<file path="src/rtl/core/sbr_pkg.sv">
// shared budget rebalancer: package with opcodes, error codes, cell actions
// and the control and flag bundles between the head unit and the controller
// no dependencies
package sbr_pkg;

  localparam int NUM_SLOTS_DEF = 16;
  localparam int SIZE_BITS_DEF = 40;

  // event opcodes
  typedef enum logic [1:0] {
    OP_REGISTER = 2'd0,
    OP_UPDATE   = 2'd1,
    OP_REMOVE   = 2'd2,
    OP_BUDGET   = 2'd3
  } op_t;

  // result error codes
  typedef enum logic [1:0] {
    ERR_OK    = 2'd0,
    ERR_BUSY  = 2'd1,
    ERR_EMPTY = 2'd2
  } err_t;

  // what the head unit does to the slot that matches the target
  typedef enum logic [1:0] {
    ACT_NONE  = 2'd0,
    ACT_EVENT = 2'd1,
    ACT_ADD   = 2'd2,
    ACT_SUB   = 2'd3
  } act_t;

  // configuration register indexes
  localparam logic CFG_BUDGET = 1'b0;
  localparam logic CFG_CAP    = 1'b1;

  typedef struct packed {
    act_t act;
    logic hit;
    logic first;
    op_t  op;
  } sbr_ctl_t;

  typedef struct packed {
    logic err_busy;
    logic err_empty;
    logic sur_ok;
    logic def_ok;
    logic sho_ok;
    logic changed;
  } sbr_flags_t;

endpackage

</file>
<file path="src/rtl/core/sbr_head.sv">
// shared budget rebalancer: head unit at the ring entry, applies the pending
// change to the passing slot and derives its surplus, deficit and shortfall
// depends on sbr_pkg
module sbr_head #(
  parameter int SIZE_BITS = sbr_pkg::SIZE_BITS_DEF
) (
  input  sbr_pkg::sbr_ctl_t           ctl,
  input  logic                        live_i,
  input  logic [SIZE_BITS-1:0]        req_i,
  input  logic [SIZE_BITS-1:0]        des_i,
  input  logic [SIZE_BITS-1:0]        gnt_i,
  input  logic [SIZE_BITS-1:0]        bef_i,
  input  logic [SIZE_BITS-1:0]        evt_req,
  input  logic [SIZE_BITS-1:0]        evt_des,
  input  logic [SIZE_BITS-1:0]        g_init,
  input  logic [SIZE_BITS-1:0]        amt,
  output logic                        live_o,
  output logic [SIZE_BITS-1:0]        req_o,
  output logic [SIZE_BITS-1:0]        des_o,
  output logic [SIZE_BITS-1:0]        gnt_o,
  output logic [SIZE_BITS-1:0]        bef_o,
  output logic [SIZE_BITS-1:0]        now_v,
  output logic [SIZE_BITS-1:0]        sur_v,
  output logic [SIZE_BITS-1:0]        def_v,
  output logic [SIZE_BITS-1:0]        sho_v,
  output logic signed [SIZE_BITS+1:0] um_delta,
  output sbr_pkg::sbr_flags_t         flags
);
  import sbr_pkg::*;

  logic [SIZE_BITS-1:0] des_new;
  logic [SIZE_BITS-1:0] g_t;
  logic                 busy_hit;
  logic                 empty_hit;

  // apply the event or the pending grant change
  always_comb begin
    live_o    = live_i;
    req_o     = req_i;
    des_o     = des_i;
    gnt_o     = gnt_i;
    um_delta  = '0;
    busy_hit  = 1'b0;
    empty_hit = 1'b0;
    des_new   = (evt_des < evt_req) ? evt_req : evt_des;
    g_t       = (g_init < des_new) ? g_init : des_new;
    if (ctl.hit) begin
      unique case (ctl.act)
        ACT_EVENT: begin
          unique case (ctl.op)
            OP_REGISTER: begin
              if (live_i) begin
                busy_hit = 1'b1;
              end else begin
                live_o   = 1'b1;
                req_o    = evt_req;
                des_o    = des_new;
                gnt_o    = g_t;
                um_delta = -$signed({2'b00, g_t});
              end
            end
            OP_UPDATE: begin
              if (live_i) begin
                req_o = evt_req;
                des_o = des_new;
                if (gnt_i > des_new) begin
                  gnt_o    = des_new;
                  um_delta = $signed({2'b00, gnt_i - des_new});
                end
              end
            end
            OP_REMOVE: begin
              if (!live_i) begin
                empty_hit = 1'b1;
              end else begin
                live_o   = 1'b0;
                req_o    = '0;
                des_o    = '0;
                gnt_o    = '0;
                um_delta = $signed({2'b00, gnt_i});
              end
            end
            OP_BUDGET: begin
            end
          endcase
        end
        ACT_ADD:  gnt_o = gnt_i + amt;
        ACT_SUB:  gnt_o = gnt_i - amt;
        ACT_NONE: begin
        end
      endcase
    end
  end

  // candidate values for the three selections and the change marker
  always_comb begin
    sur_v = gnt_o - req_o;
    def_v = req_o - gnt_o;
    sho_v = des_o - gnt_o;
    flags.err_busy  = busy_hit;
    flags.err_empty = empty_hit;
    flags.sur_ok    = live_o && (gnt_o >= req_o);
    flags.def_ok    = live_o && (gnt_o < req_o);
    flags.sho_ok    = live_o && (gnt_o < des_o);
    now_v = live_o ? gnt_o : '0;
    bef_o = ctl.first ? (live_i ? gnt_i : '0) : bef_i;
    flags.changed = (now_v != bef_o);
  end

endmodule
</file>
<file path="config.mk">
export PLATFORM = sky130hd
export DESIGN_NAME = sbr_head
export DESIGN_NICKNAME = d
export VERILOG_FILES = /design/src/rtl/core/sbr_pkg.sv /design/src/rtl/core/sbr_head.sv
export SDC_FILE = /design/constraint.sdc
export NUM_CORES = 1
export LEC_CHECK = 0
export ABC_AREA = 1
export BUFFER_PORTS_ARGS = -buffer_cell sky130_fd_sc_hd__buf_2
export CAP_MARGIN = 20
export CORE_AREA = 2 2 271 273
export DETAILED_ROUTE_END_ITERATION = 6
export DIE_AREA = 0 0 273 275
export GPL_TIMING_DRIVEN = 0
export PLACE_DENSITY = 0.61
export SYNTH_ARGS = -nofsm -noshare
export SYNTH_HDL_FRONTEND = slang
export SYNTH_SLANG_ARGS = --single-unit
</file>
<file path="constraint.sdc">
create_clock -name vclk -period 9.3
set_input_delay 0.465 -clock vclk [all_inputs]
set_output_delay 0.465 -clock vclk [all_outputs]
set_load 0.005 [all_outputs]
</file>
==> impl_results.md <==
* Status: finished clean
* Dpl ws at -1.28 ns
* Crit path depth at 44
* CP Class: input port to output port
* Max-slew headroom at 0.156
* Syn Std Cell Area at 22700 sq um
* Area post-placement at approximately 27000 sq um
* Full die area at roughly 75000 sq um
* Share of layout cells above drive strength 1 at 0.205
* Crit path max-delay family: simple AND/OR/NAND/NOR gates
* Final nets at 5573
* Netlist cell types at 75
* Vias in the first global route at 31416
* Synth Area in Adders at 0.148
* Crit-path max cell delay at 0.47 ns
* GPL Wtd Cong at 1.09
* Final worst slack at 0.101 ns
* Initial antenna violation count at 24
* Period minus WS final at 9.20 ns
* WL per Instance at approximately 27 um
* Row cnt at 99
* DRT iter0 DRCs at ~3200
* Post-route ant nets at 0
* Clock buffers at 0
* Max Freq at 0.109 GHz
* Io pins at 696
* DIE WIDTH at 273 um
* Worst EP arrival at 8.73 ns
* Worst setup EP type: output port
* Bufs and invs on worst path at 11
* Startpoint types: input port
* Via density at 5.61
* Critical path's most frequent cell: nand2_1
* Hold WC Path Type: input port to output port
* Fill count at about 8500
* Setup crit end: flags[1]
* Mux contribution to synthesized area at 0
* Cts hold-fix bufs at 0
* Startpoint of the worst hold path: bef_i[20]
* Final setup fails at 0
* Die height at 275 um
* Average size of a mapped cell at between 5 and 6 sq um
* Grt ovf at 0
* Syn_nets at between 4000 and 5000
* DR DRC count at 0
* Seq Cell Count at 0
* CP Data Required Time at ~8.8 ns
* Worst slew pin tran at 1.27 ns
* HPWL Detailed at 141000 um
* Cells after Synth at 4271
* Slowest CP cell: ha_1
* Global-route wire length before repair at 217000 um
* Final Cell Area at 28000 sq um
* Minimum hold slack at 1.26 ns
* Post-synthesis compound-gate area fraction at 0.270
* Synth Area in XOR/XNOR at 0.0664
* Largest net degree at the start of global routing at 11
* Seq. cell area at 0 sq um
* Count of warnings emitted by yosys at 0
* Post-route clock period utilization at 0.989
* Max Cap Viol at 0
* Main combinational cell family by area after synthesis: simple AND/OR/NAND/NOR gates
* TritonRoute pass-1 iters at 6
* Initial Utilization at 0.313
* # port buffers at 694
* Simple-gate share of the synthesized area at 0.365
* WL final at ~160000 um
* Total track usage at 0.400
* Synth-to-layout area growth at 23.6%
* Area of the core region at 72300 sq um
* Vias at 33379
* Fin. max-slew vios at 0
* Sequential share of the synthesized area at 0
* Final Hold Fails at 0
* Worst Setup SP: evt_req[31]
* Worst-path fanout max at 10
tightest hold or removal path, cell delays in order:
cell and delay, ns:
buf_2 0.07, o21ai_0 0.08, inv_1 0.07, buf_2 0.11
cells in the mapped netlist, drive strengths merged, types with 32 or more instances:
master,n,area share
o21ai,388,0.088
nand3,216,0.053
nand4,42,0.012
nand2,1136,0.20
ha,260,0.14
nor3,54,0.014
buf,42,0.013
a21oi,413,0.094
a22oi,40,0.013
inv,750,0.12
o211ai,32,0.011
clkbuf,80,0.013
xor2,133,0.051
xnor2,39,0.015
nor2,395,0.074
how the worst min path moves through the flow:
stage / to / slack [ns] / cells past startpoint
floorplan: bef_o[7] / 1.05 / 2
global placement: bef_o[7] / 1.26 / 4
detailed placement: bef_o[20] / 1.26 / 4
CTS: bef_o[7] / 1.26 / 4
global route: bef_o[39] / 1.30 / 4
finish: bef_o[20] / 1.26 / 4
through the flow:
stage	std cells	setup TNS [ns]	util
after global placement	5924	-100.55	0.378
after global routing	5945	-0.0930	0.387
after CTS	5936	0	0.383
after floorplan	4271	0	-
final	5949	0	0.388
after detailed placement	5941	-67.24	0.380
layout by cell type (no fill, tap or decap), drive strengths merged, types with 13 or more instances in the layout:
cell type and count:
nor4 19, ha 260, clkbuf 65, a21o 17, nand3 216, xor2 133
a22oi 40, a21oi 413, o21a 29, o22ai 26, o21bai 15, o21ai 388
nor3 54, nor2 395, o211ai 32, or2 13, inv 748, buf 765
a31oi 28, nand2 1136, xnor2 39, o2111ai 14, nand4 42
repair_timing:
action / in CTS / in global routing
gates resized for setup: 66 / 77
pin swaps: 1 / 3
setup buffers: 2 / 6
endpoints found under the setup margin: 112 / 69
logic make-up (layout without fill, tap and decap cells):
| group | after synthesis | in the layout |
|---|---|---|
| other | 0 | 11 |
| AO/OA/AOI/OAI | 1065 | 1065 |
| buffers and inverters | 876 | 1584 |
| XOR/XNOR | 172 | 172 |
| AND/OR/NAND/NOR | 1893 | 1893 |
| adder cells (fa/ha/maj) | 265 | 265 |
per-layer routing:
metal | vias up | track usage | wire length [um]
met2 | 1889 | 0.679 | 72800
met1 | 15572 | 0.482 | 61200
met4 | 20 | 0.222 | 10600
met5 | - | 0 | 136
met3 | 430 | 0.0604 | 14200
li1 | 15468 | - | -
cell type report:
cell class,count,area [sq um],share of cell area
Inverter,754,2840,0.101
Multi-Input combinational cell,3395,19700,0.703
Antenna cell,11,27.5,0.000982
Buffer,108,579,0.0207
Tap cell,959,1200,0.0428
Timing Repair Buffer,722,3690,0.132
